File: config.mk
export PLATFORM = sky130hd
export DESIGN_NAME = dvr_table
export DESIGN_NICKNAME = d
export VERILOG_FILES = /design/src/hdl/dvr_pkg.sv /design/src/hdl/dvr_table.sv
export SDC_FILE = /design/constraint.sdc
export NUM_CORES = 2
export LEC_CHECK = 0
export BUFFER_PORTS_ARGS = -buffer_cell sky130_fd_sc_hd__buf_4
export CORE_ASPECT_RATIO = 0.8
export CORE_MARGIN = 2
export CORE_UTILIZATION = 63
export DETAILED_ROUTE_END_ITERATION = 8
export PLACE_DENSITY = 0.79
export SYNTH_ARGS = -nofsm -noshare
export SYNTH_HDL_FRONTEND = slang
export SYNTH_SLANG_ARGS = --single-unit
export TNS_END_PERCENT = 10
File: constraint.sdc
create_clock -name clock -period 3.2 [get_ports clock]
set_input_delay 0.32 -clock clock [delete_from_list [all_inputs] [get_ports clock]]
set_output_delay 0.32 -clock clock [all_outputs]
set_load 0.1 [all_outputs]
File: src/hdl/dvr_pkg.sv
// shared types, constants and helpers for the distance-vector route update block
`default_nettype none
package dvr_pkg;

   localparam int NODES    = 16;
   localparam int NODE_W   = $clog2(NODES);
   localparam int CNT_W    = NODE_W + 1;
   localparam int ADDR_W   = 2 * NODE_W;
   localparam int COST_W   = 16;
   localparam logic [COST_W-1:0] COST_INF = '1;

   // input actions
   localparam logic ACT_LINK   = 1'b0;
   localparam logic ACT_VECTOR = 1'b1;

   // result kinds
   localparam logic KIND_ROUTE  = 1'b0;
   localparam logic KIND_ADVERT = 1'b1;

   // register indexes
   localparam logic CSR_SELF  = 1'b0;
   localparam logic CSR_COUNT = 1'b1;

   typedef enum logic [2:0] {
      ST_IDLE,
      ST_DSEL,
      ST_SCAN,
      ST_FIN,
      ST_ADV,
      ST_ADVW
   } state_type;

   // table access from the sequencer
   typedef struct packed {
      logic              we;
      logic [ADDR_W-1:0] waddr;
      logic [COST_W-1:0] wdata;
      logic              re;
      logic [ADDR_W-1:0] raddr;
   } tbl_req_type;

   // one result word toward the output register
   typedef struct packed {
      logic              valid;
      logic              kind;
      logic [NODE_W-1:0] dest;
      logic [NODE_W-1:0] hop;
      logic [COST_W-1:0] cost;
      logic              last;
   } emit_type;

   // saturating cost addition, infinity absorbs
   function automatic logic [COST_W-1:0] sat_add(input logic [COST_W-1:0] a,
                                                 input logic [COST_W-1:0] b);
      logic [COST_W:0] s;
      s = {1'b0, a} + {1'b0, b};
      if (a == COST_INF || b == COST_INF || s[COST_W])
         return COST_INF;
      return s[COST_W-1:0];
   endfunction

endpackage
`default_nettype wire

File: src/hdl/dvr_table.sv
// distance table memory with valid bits standing in for the reset contents
`default_nettype none
module dvr_table
   import dvr_pkg::*;
(
   input  wire logic              clock,
   input  wire logic              reset,
   input  wire tbl_req_type       req,
   output      logic [COST_W-1:0] rdata
);

   localparam int DEPTH = NODES * NODES;

   logic [COST_W-1:0] mem [DEPTH];
   logic [DEPTH-1:0]  valid_ff;
   logic [COST_W-1:0] data_ff;
   logic              vld_ff;
   logic              diag_ff;

   // storage write and registered read
   always_ff @(posedge clock) begin
      if (req.we) begin
         mem[req.waddr] <= req.wdata;
      end
      if (req.re) begin
         data_ff <= mem[req.raddr];
      end
   end

   // written marks and their read side
   always_ff @(posedge clock) begin
      if (reset) begin
         valid_ff <= '0;
         vld_ff   <= 1'b0;
         diag_ff  <= 1'b0;
      end else begin
         if (req.we) begin
            valid_ff[req.waddr] <= 1'b1;
         end
         if (req.re) begin
            vld_ff  <= valid_ff[req.raddr];
            diag_ff <= req.raddr[ADDR_W-1 -: NODE_W] == req.raddr[NODE_W-1:0];
         end
      end
   end

   // unwritten entries read as diagonal zero, else infinity
   always_comb begin
      if (vld_ff)
         rdata = data_ff;
      else if (diag_ff)
         rdata = '0;
      else
         rdata = COST_INF;
   end

endmodule
`default_nettype wire

==> flow_summary.toml <==
[yosys]
yosysTopAreaCellShare_pct = 74.8
ys_seq_area_share_pct = 77.9
syn-num-nets = 7788
syn_avg_cell_area_um2 = 21.3
synth_edf_count = 4112
yosys.area.top_type = "edfxtp_1"
ys_warn_count = 0
ys_seq_elements = 4370
synth_flop_cell = "edfxtp_1"
async_flop_share_pct = 0
syn_inst = 7752
syn-cell-area_mm2 = 0.165
yosysUniqueCellTypes = 49
synth.area.top_cells = "edfxtp_1 (75%), mux4_2 (15%), dfxtp_1 (3.1%), a22oi_1 (2.4%), nor2_1 (1.6%)"

[sta]
drv_slew = 0
hold_slack_ns = 0.0501
hold_violations = 0
min_period_ns = 3.29
relSlewSlack_pct = 6.99
setup_ws_ns = -0.0888
grt_setup_unrepaired = "false"
setup_viol_count_final = 6
fin_skew_ns = 0.0604
fmax_mhz = 304
max_slew.worst_pin.slew_ns = 1.40
fin_crit_sh_pct = 103

[global_route]
grt_pass1_vias = 90000
grt_first_pass_wirelength_mm = 672
overflow = 0
grt_max_degree = 125
grt_usage_pct = 35.9
antenna_found_initial = 41

[floorplan]
die-width_um = 576
die_h_um = 462
initial_core_util_pct = 63.2
core_area_mm2 = 0.261
die_area_mm2 = 0.266
rows = 168
io_pins = 52

[drt]
ant_nets = 0
vias_per_cell = 7.28
vias = 90500
post_drt_wl_per_cell_um = 38.1
drcViolationCount = 0
dr.pass1.iters = 8
first_iter_violations = 16800
wirelength_mm = 473

[worst_setup_path]
path_max_fanout = 1
cpPeakStageDelay_ns = 0.80
crit_type = "flop to flop"
end_kind = "flop"
crit_arrival_ns = 3.96
crit_required_ns = 3.87
cp-start-kind = "flop"
worstPathCellList = "mux4_2 > a22oi_1 > a21oi_1 > buf_4 > nor4_1 > buf_4 > o22ai_1 > or2_1"
slowest_stage = "nor4_1"
path_common_cell = "buf_4"

[clocking]
post_cts_buffers = 0
insertion_delay_ns = 0.95
cts.sinks = 4370
root_buffer = "clkbuf_16"
path_clk_slew_ns = 0.07
clock_path_buffers = 4
cts_tree = "yes"
cts_buffers = 398
htree_levels = 5

[outcome]
violations = "setup timing"
outcome = "finished with violations"

[power]
seqPwrFrac_pct = 52.4
power.switching_uw = 25500
pwr-share-clk_pct = 42.1
fin_total_pwr_uw = 119000
ir_drop_v = 0.000579
p_per_area_mw_per_mm2 = 628
p_sw_share_pct = 21.4
pwr-share-comb_pct = 5.5
internal_power_uw = 93900
p_leak_uw = 0.0606

[final_layout]
multiInputGateArea_mm2 = 0.0346
area.growth.synth_to_final_pct = 15.1
num-fill-cells = 13400
drive_gt1_share_pct = 30.0
fin_util_pct = 72.8
nNetsFinal = 8623
seq_area_mm2 = 0.129

[min_path]
hold_path.class = "input port to flop"

[place]
gp_congestion = 0.906
post-place-ws_ns = -0.982
hpwl_mm = 269
portBuffers = 51

[job]
cap_violations = 0
-- worst max-delay path: cells and delay by family, from the launching register on --
family / cells / cell delay (ns)
multiplexers: 1 / 0.49
flip-flops: 1 / 0.40
AND/OR/NAND/NOR: 2 / 1.06
AO/OA/AOI/OAI: 3 / 0.60
buffers and inverters: 2 / 0.44
-- timing repair --
action | CTS | global route
hold buffers | 20 | 0
resized for setup | 3 | 7
endpoints found under the hold margin | 675 | 0
endpoints found under the setup margin | 3 | 7
cloned | 0 | 0
-- metrics by stage --
step	setup TNS, ns	std cells	instance area (µm²)
2_1_floorplan	0	7752	165000
3_3_place_gp	-9.96	11700	176000
3_5_place_dp	-10.04	11700	176000
4_1_cts	0	12400	190000
5_1_grt	0	12400	190000
6_report	-0.312	12400	190000
-- final cells by class --
| class | count | area share (%) |
|---|---|---|
| sequential | 4370 | 67.7 |
| tap | 3485 | 2.29 |
| antenna | 25 | 0.0329 |
| multi-input combinational | 2903 | 18.2 |
| clock buffer | 519 | 5.73 |
| inverter | 4 | 0.00790 |
| clock inverter | 217 | 1.45 |
| timing repair buffer | 910 | 4.62 |
-- state kept, by name (all words and copies together), names as in the netlist --
register and count:
mem 4096, valid_ff 256, vld_ff 1, diag_ff 1, data_ff 16
-- power by group through the flow --
stage	Sequential, µW	Combinational (µW)	Clock [µW]
final	62700	6540	50300
after global routing	62600	6660	52300
after CTS	62600	6340	50300
after detailed placement	63900	6180	0
after global placement	63900	6010	0
after floorplan	63900	2910	0
-- per-layer routing --
metal	vias to the layer above	GRT usage [%]	wire length [µm]
met3	1502	10.7	74000
met1	46100	48.7	153000
met2	8677	54.5	219000
met4	38	16.8	26600
met5	-	0	282
li1	34100	-	-
-- synthesized netlist by cell type (3+ instances only) --
cell type / instances
o221ai_1: 5
a211oi_1: 3
or2_1: 16
a22o_1: 3
xor2_1: 4
nor2b_1: 11
nand3_1: 25
o22ai_1: 36
o21ai_0: 4
buf_4: 21
buf_1: 55
nand2_1: 33
buf_2: 99
or2_2: 3
buf_6: 20
a221oi_1: 3
a21o_1: 16
a22oi_1: 522
nand4_1: 9
mux2_2: 3
clkbuf_1: 280
nor2_1: 723
o21ba_2: 29
a21oi_1: 265
nand2b_1: 7
nor4_1: 66
mux4_2: 1079
edfxtp_1: 4112
mux2i_1: 19
dfxtp_1: 258
-- cell families after synthesis --
family	after synthesis	synth area share (%)
muxes	1101	14.8
AOI/OAI and AO/OA	898	3.70
DFF	4370	77.9
xor gates and xnor gates	4	0.0212
buffers and inverters	479	1.30
and+or+nand+nor	900	2.25
-- worst paths after layout --
check	start	end	slack, ns	cells past startpoint
min	req[6]	vld_ff	0.05	4
max	mem[152][15]	data_ff[15]	-0.09	8
min reg2reg	valid_ff[155]	valid_ff[155]	0.47	2
max reg2reg	mem[152][15]	data_ff[15]	-0.09	8
-- layout by cell type (no fill, tap or decap), drive strengths merged, types with 33 or more instances in the layout --
cell type | netlist | final
dfxtp | 258 | 258
a21oi | 265 | 265
clkbuf | 280 | 519
o22ai | 36 | 36
nand2 | 33 | 33
mux4 | 1079 | 1079
clkinv | 1 | 136
a22oi | 522 | 522
edfxtp | 4112 | 4112
buf | 195 | 890
nor2 | 723 | 723
nor4 | 66 | 66
bufinv | 0 | 60
Note: power is estimated with default switching activity, not from simulation.
