File: src/hdl/dvr_pkg.sv
// shared types, constants and helpers for the distance-vector route update block
`default_nettype none
package dvr_pkg;

   localparam int NODES    = 16;
   localparam int NODE_W   = $clog2(NODES);
   localparam int CNT_W    = NODE_W + 1;
   localparam int ADDR_W   = 2 * NODE_W;
   localparam int COST_W   = 16;
   localparam logic [COST_W-1:0] COST_INF = '1;

   // input actions
   localparam logic ACT_LINK   = 1'b0;
   localparam logic ACT_VECTOR = 1'b1;

   // result kinds
   localparam logic KIND_ROUTE  = 1'b0;
   localparam logic KIND_ADVERT = 1'b1;

   // register indexes
   localparam logic CSR_SELF  = 1'b0;
   localparam logic CSR_COUNT = 1'b1;

   typedef enum logic [2:0] {
      ST_IDLE,
      ST_DSEL,
      ST_SCAN,
      ST_FIN,
      ST_ADV,
      ST_ADVW
   } state_type;

   // table access from the sequencer
   typedef struct packed {
      logic              we;
      logic [ADDR_W-1:0] waddr;
      logic [COST_W-1:0] wdata;
      logic              re;
      logic [ADDR_W-1:0] raddr;
   } tbl_req_type;

   // one result word toward the output register
   typedef struct packed {
      logic              valid;
      logic              kind;
      logic [NODE_W-1:0] dest;
      logic [NODE_W-1:0] hop;
      logic [COST_W-1:0] cost;
      logic              last;
   } emit_type;

   // saturating cost addition, infinity absorbs
   function automatic logic [COST_W-1:0] sat_add(input logic [COST_W-1:0] a,
                                                 input logic [COST_W-1:0] b);
      logic [COST_W:0] s;
      s = {1'b0, a} + {1'b0, b};
      if (a == COST_INF || b == COST_INF || s[COST_W])
         return COST_INF;
      return s[COST_W-1:0];
   endfunction

endpackage
`default_nettype wire

File: src/hdl/dvr_ctrl.sv
// recompute sequencer, link cost registers and table access control
`default_nettype none
module dvr_ctrl
   import dvr_pkg::*;
(
   input  wire logic              clock,
   input  wire logic              reset,
   input  wire logic              req_valid,
   output      logic              req_ready,
   input  wire logic              req_action,
   input  wire logic [NODE_W-1:0] req_peer,
   input  wire logic [NODE_W-1:0] req_dest_index,
   input  wire logic [COST_W-1:0] req_cost,
   input  wire logic              req_last_entry,
   input  wire logic [CNT_W-1:0]  node_n,
   input  wire logic [NODE_W-1:0] me,
   input  wire logic              out_free,
   input  wire logic [COST_W-1:0] rdata,
   output      tbl_req_type       tbl,
   output      emit_type          emit
);

   state_type         state_ff, state_in;
   logic [CNT_W-1:0]  d_ff, d_in;
   logic [CNT_W-1:0]  ic_ff, ic_in;
   logic [CNT_W-1:0]  a_ff, a_in;
   logic [COST_W-1:0] best_ff, best_in;
   logic [NODE_W-1:0] hop_ff, hop_in;
   logic              adv_ff, adv_in;
   logic              chg_ff, chg_in;
   logic              tag_vld_ff, tag_vld_in;
   logic              tag_own_ff, tag_own_in;
   logic [NODE_W-1:0] tag_i_ff, tag_i_in;
   logic [COST_W-1:0] link_ff [NODES];

   logic              accept;
   logic              trigger;
   logic [CNT_W-1:0]  last_d;
   logic [CNT_W-1:0]  me_w;
   logic [COST_W-1:0] lk;
   logic [COST_W-1:0] cand;
   logic              take;
   logic              own_chg;

   assign accept  = req_valid && req_ready;
   assign trigger = (req_action == ACT_LINK) || req_last_entry;
   assign me_w    = {1'b0, me};
   assign last_d  = (node_n - 1'b1 == me_w) ? node_n - 5'd2 : node_n - 1'b1;

   // candidate from the neighbor row word now returning
   assign lk      = link_ff[tag_i_ff];
   assign cand    = sat_add(lk, rdata);
   assign take    = tag_vld_ff && !tag_own_ff && (tag_i_ff != me) &&
                    (lk != COST_INF) && (cand < best_ff);
   assign own_chg = rdata != best_ff;

   // next state
   always_comb begin
      state_in = state_ff;
      case (state_ff)
         ST_IDLE: begin
            if (accept && trigger)
               state_in = ST_DSEL;
         end
         ST_DSEL: begin
            if (d_ff >= node_n)
               state_in = (adv_ff || chg_ff) ? ST_ADV : ST_IDLE;
            else if (d_ff != me_w)
               state_in = ST_SCAN;
         end
         ST_SCAN: begin
            if (ic_ff == node_n)
               state_in = ST_FIN;
         end
         ST_FIN: begin
            if (out_free)
               state_in = ST_DSEL;
         end
         ST_ADV: begin
            state_in = ST_ADVW;
         end
         ST_ADVW: begin
            if (out_free)
               state_in = (a_ff == node_n - 1'b1) ? ST_IDLE : ST_ADV;
         end
         default: state_in = ST_IDLE;
      endcase
   end

   // outputs and datapath next values
   always_comb begin
      req_ready  = 1'b0;
      tbl        = '0;
      emit       = '0;
      d_in       = d_ff;
      ic_in      = ic_ff;
      a_in       = a_ff;
      best_in    = take ? cand : best_ff;
      hop_in     = take ? tag_i_ff : hop_ff;
      adv_in     = adv_ff;
      chg_in     = chg_ff;
      tag_vld_in = 1'b0;
      tag_own_in = tag_own_ff;
      tag_i_in   = tag_i_ff;
      case (state_ff)
         ST_IDLE: begin
            req_ready = 1'b1;
            if (accept) begin
               if (req_action == ACT_VECTOR && req_peer != me) begin
                  tbl.we    = 1'b1;
                  tbl.waddr = {req_peer, req_dest_index};
                  tbl.wdata = req_cost;
               end
               d_in   = '0;
               adv_in = req_action == ACT_LINK;
               chg_in = 1'b0;
            end
         end
         ST_DSEL: begin
            if (d_ff >= node_n) begin
               a_in = '0;
            end else if (d_ff == me_w) begin
               d_in = d_ff + 1'b1;
            end else begin
               best_in = COST_INF;
               hop_in  = me;
               ic_in   = '0;
            end
         end
         ST_SCAN: begin
            tbl.re     = 1'b1;
            tbl.raddr  = (ic_ff == node_n) ? {me, d_ff[NODE_W-1:0]}
                                           : {ic_ff[NODE_W-1:0], d_ff[NODE_W-1:0]};
            tag_vld_in = 1'b1;
            tag_own_in = ic_ff == node_n;
            tag_i_in   = ic_ff[NODE_W-1:0];
            ic_in      = ic_ff + 1'b1;
         end
         ST_FIN: begin
            emit.valid = 1'b1;
            emit.kind  = KIND_ROUTE;
            emit.dest  = d_ff[NODE_W-1:0];
            emit.hop   = hop_ff;
            emit.cost  = best_ff;
            emit.last  = (d_ff == last_d) && !(adv_ff || chg_ff || own_chg);
            if (out_free) begin
               tbl.we    = 1'b1;
               tbl.waddr = {me, d_ff[NODE_W-1:0]};
               tbl.wdata = best_ff;
               chg_in    = chg_ff || own_chg;
               d_in      = d_ff + 1'b1;
            end
         end
         ST_ADV: begin
            tbl.re    = 1'b1;
            tbl.raddr = {me, a_ff[NODE_W-1:0]};
         end
         ST_ADVW: begin
            emit.valid = 1'b1;
            emit.kind  = KIND_ADVERT;
            emit.dest  = a_ff[NODE_W-1:0];
            emit.hop   = me;
            emit.cost  = rdata;
            emit.last  = a_ff == node_n - 1'b1;
            if (out_free)
               a_in = a_ff + 1'b1;
         end
         default: begin
            req_ready = 1'b0;
         end
      endcase
   end

   // control registers
   always_ff @(posedge clock) begin
      if (reset) begin
         state_ff   <= ST_IDLE;
         tag_vld_ff <= 1'b0;
      end else begin
         state_ff   <= state_in;
         tag_vld_ff <= tag_vld_in;
      end
   end

   // datapath registers
   always_ff @(posedge clock) begin
      d_ff       <= d_in;
      ic_ff      <= ic_in;
      a_ff       <= a_in;
      best_ff    <= best_in;
      hop_ff     <= hop_in;
      adv_ff     <= adv_in;
      chg_ff     <= chg_in;
      tag_own_ff <= tag_own_in;
      tag_i_ff   <= tag_i_in;
   end

   // link costs, infinity after reset
   always_ff @(posedge clock) begin
      if (reset) begin
         for (int k = 0; k < NODES; k++)
            link_ff[k] <= COST_INF;
      end else if (accept && req_action == ACT_LINK) begin
         link_ff[req_peer] <= req_cost;
      end
   end

endmodule
`default_nettype wire

File: config.mk
export PLATFORM = sky130hd
export DESIGN_NAME = dvr_ctrl
export DESIGN_NICKNAME = d
export VERILOG_FILES = /design/src/hdl/dvr_pkg.sv /design/src/hdl/dvr_ctrl.sv
export SDC_FILE = /design/constraint.sdc
export NUM_CORES = 1
export LEC_CHECK = 0
export BUFFER_PORTS_ARGS = -buffer_cell sky130_fd_sc_hd__buf_2
export CAP_MARGIN = 10
export CORE_MARGIN = 4
export CORE_UTILIZATION = 45
export CTS_CLUSTER_DIAMETER = 80
export CTS_CLUSTER_SIZE = 40
export DETAILED_ROUTE_END_ITERATION = 7
export GPL_TIMING_DRIVEN = 0
export PLACE_DENSITY = 0.68
export SYNTH_ARGS = -nofsm -noshare
export SYNTH_HDL_FRONTEND = slang
export SYNTH_SLANG_ARGS = --single-unit
File: constraint.sdc
create_clock -name clock -period 8 [get_ports clock]
set_clock_uncertainty 0.2 [all_clocks]
set_input_delay 1.6 -clock clock [delete_from_list [all_inputs] [get_ports clock]]
set_output_delay 1.6 -clock clock [all_outputs]
set_load 0.05 [all_outputs]
==> run metrics <==
outcome=complete, no violations; share of the synthesized area in the top cell type=about 50%; # Post-CTS Setup Buffers=0; top cells by area, synth=edfxtp_1 50%, mux4_2 6.6%, or3_1 5.5%; Reg power frac=33.9%; Crit. End Element=flop; antenna violations before repair=0; WL final=between 50000 and 60000 um; mux share of post-synthesis cell area=between 9 and 10%; Startpoint Class=flop; post-detailed-route count of antenna-violating nets=0; Combinational Power Share=roughly 46%; max_cap viols=0; later-pin clock latency in the skew report=about 0.56 ns; gr ovfl total=0; Inst Count DP=just under 2000; Clk network pwr share=~20%; ys flop type=edfxtp_1; Core Rows=70; share of cells above drive strength 1=between 20% and 30%; Vias/cell=between 6 and 7; largest net degree at the start of global routing=33; routed len/inst=~27 um; Syn Area/Cell=around 12 um2; DRC Markers=0; routability cong.=~0.96; H-tree levels=1; CTS tree=yes; final setup fails=0; Post-layout nets=roughly 1600; Chip Width=201 um; Area Overhead vs Synth=11.2%; Die H=just over 200 um; Worst slew margin=31.6%; fin crit share=between 80% and 90%; Leakage=roughly 5.7 nW; Crit Path Category=flop to flop; clk sinks=306; Worst Hold Class=flop to flop; Cell Pwr Density=315 nW/um2; Simple-Gate Fraction of Synth Area=between 10% and 20%; #FFs+latches synth=between 300 and 400; cell area after layout=roughly 19000 um2; fin crit period=7.12 ns; largest family of logic cells by synthesized area=simple AND/OR/NAND/NOR gates; Fmax=0.140 GHz; internal power=0.00336 W; RSZ-0062 raised after global routing=false; Worst Reg-to-Reg Cells=23; number of fill cells=~3300; Net Count, Synth=1462; dpl cell area=18000 um2; io pins=around 120; Critical Path RT=just over 8 ns; total CTS buffers=20; top cells by instance count after synthesis=278 x edfxtp_1, 147 x or3_1, 84 x clkbuf_1, 71 x or2_2, 66 x nand2b_1; first-pass GRT wire length=a little under 80000 um; most common cell in the netlist=edfxtp_1; Yosys top cell by area=edfxtp_1; number of antenna diodes=0; xor-xnor portion of the synthesized cell area=around 3.5%; number of global-route vias before repair=11900; Slew @ Worst Pin=1.00 ns; CTS root buf=clkbuf_16; total net switching power=between 0.002 and 0.003 W; DR pass1 iterations=6; EDFF count, synth=approximately 280; Cells after Synth=between 1000 and 1500; CP Max Fanout=10; Clock transition at path regs=0.08 ns; switch share=between 40 and 50%; hold_buf cts=0; Port Buf Inserts=~110; post-synthesis compound-gate area fraction=under 10%; maximum VDD drop=approximately 0.19 mV; fin cells=roughly 2000; drt initial violations=~1400; Crit path arrival time=approximately 7.3 ns; DP Wirelength=roughly 39000 um; setup_tns=0 ns; Final Hold Vio Count=0; synthesized-area fraction occupied by adder cells=3.25%; Post-synth ARST share=0%; worst hold stages=2; Synth cell types=65; Starting Density=a little under half; Post-Syn Area=approximately 17000 um2; DIE AREA=between 40000 and 50000 um2; GRT Total Usage=a little over a quarter; Ys Warns=0; post-CTS sizing=0; routed via count=about 12000; Final Slew Violations=0; core area=36700 um2; maximum root-to-sink buffer count=3; post-synthesis sequential area ratio=between 50 and 60%
-- path summary, 6_finish.rpt --
| path | start | to | slack [ns] |
|---|---|---|---|
| worst min-delay path | best_ff[3] | best_ff[3] | 0.37 |
| worst max register to register | flop | best_ff[5] | 0.88 |
| worst max-delay path | flop | best_ff[5] | 0.88 |
| worst min register to register | best_ff[3] | best_ff[3] | 0.37 |
-- cell families after synthesis --
kind of cell             count (synthesis)
AO/OA/AOI/OAI                          210
XOR/XNOR                                68
adder cells (fa/ha/maj)                 43
buffers and inverters                  154
flip-flops                             306
multiplexers                            75
AND/OR/NAND/NOR                        508
-- flip-flops by register name, summed over array words and instances, names as in the netlist, named ones only --
signal	count
a_ff	5
adv_ff	1
best_ff	16
chg_ff	1
d_ff	5
hop_ff	4
ic_ff	5
link_ff	256
state_ff	3
tag_i_ff	4
tag_own_ff	1
tag_vld_ff	1
-- power by group through the flow --
stage	logic (W)	clock network, W	registers, W
global route	0.00290	0.00123	0.00201
floorplan	0.00192	0	0.00198
detailed placement	0.00266	0	0.00203
CTS	0.00267	0.00118	0.00199
global placement	0.00263	0	0.00202
finish	0.00271	0.00117	0.00199
-- metrics by stage --
stage          utilization [%]  hold WS [ns]  power [W]  worst slack [ns]
6_report                  50.9         0.366    0.00588             0.878
4_1_cts                   50.9         0.365    0.00584              1.12
2_1_floorplan                -         0.312    0.00389              1.35
3_3_place_gp              48.8         0.347    0.00465              1.17
3_5_place_dp              49.0         0.357    0.00469              1.16
5_1_grt                   50.9         0.387    0.00614             0.658
-- worst max-delay path: stages (launching register included) --
cell and delay, ns:
dfxtp_1 0.32, buf_2 0.26, buf_2 0.49, mux4_2 0.43, a22oi_1 0.27, nand2_1 0.24
ha_1 0.28, fa_1 0.43, a211oi_1 0.26, o21bai_1 0.09, a21oi_1 0.38, o211ai_1 0.25
a31oi_1 0.25, clkbuf_1 0.41, nand3_1 0.17, or2_2 0.34, ha_1 0.30, nand4_1 0.17
a211oi_1 0.41, nand4_1 0.25, a31o_4 0.32, nand2_1 0.19, buf_4 0.22, a21oi_1 0.08
-- cell type report --
cell class,count,area (um2),share of cell area [%]
tap,468,586,3.13
timing repair buffer,110,559,2.99
sequential,306,8910,47.7
multi-input combinational,904,7210,38.6
clock buffer,24,537,2.87
clock inverter,12,165,0.884
inverter,35,131,0.703
buffer,119,586,3.13
-- layout by cell type (no fill, tap or decap), types with 17 or more instances in the layout --
cell and n:
nor2_1 59, mux4_2 49, nand4_1 17, o21ai_0 34, clkbuf_16 21, xor2_1 43
xnor2_1 25, nand3_1 26, nand2_1 50, ha_1 42, or2_2 71, nand2b_1 66
buf_2 123, nor4_1 17, a22o_1 32, or3_1 147, inv_1 34, edfxtp_1 278
a22oi_1 41, clkbuf_1 87, a21oi_1 32, dfxtp_1 28
-- routing by layer --
layer / GRT usage (%) / part of all wire (%) / vias to the layer above
met3: 6.58 / 12 / 92
met2: 41.4 / 46 / 705
met4: 7.08 / 3.4 / 0
met1: 35.9 / 39 / 6135
li1: - / - / 5419
met5: 0.119 / 0 / -
No activity file was read; power rests on OpenSTA's default activity.
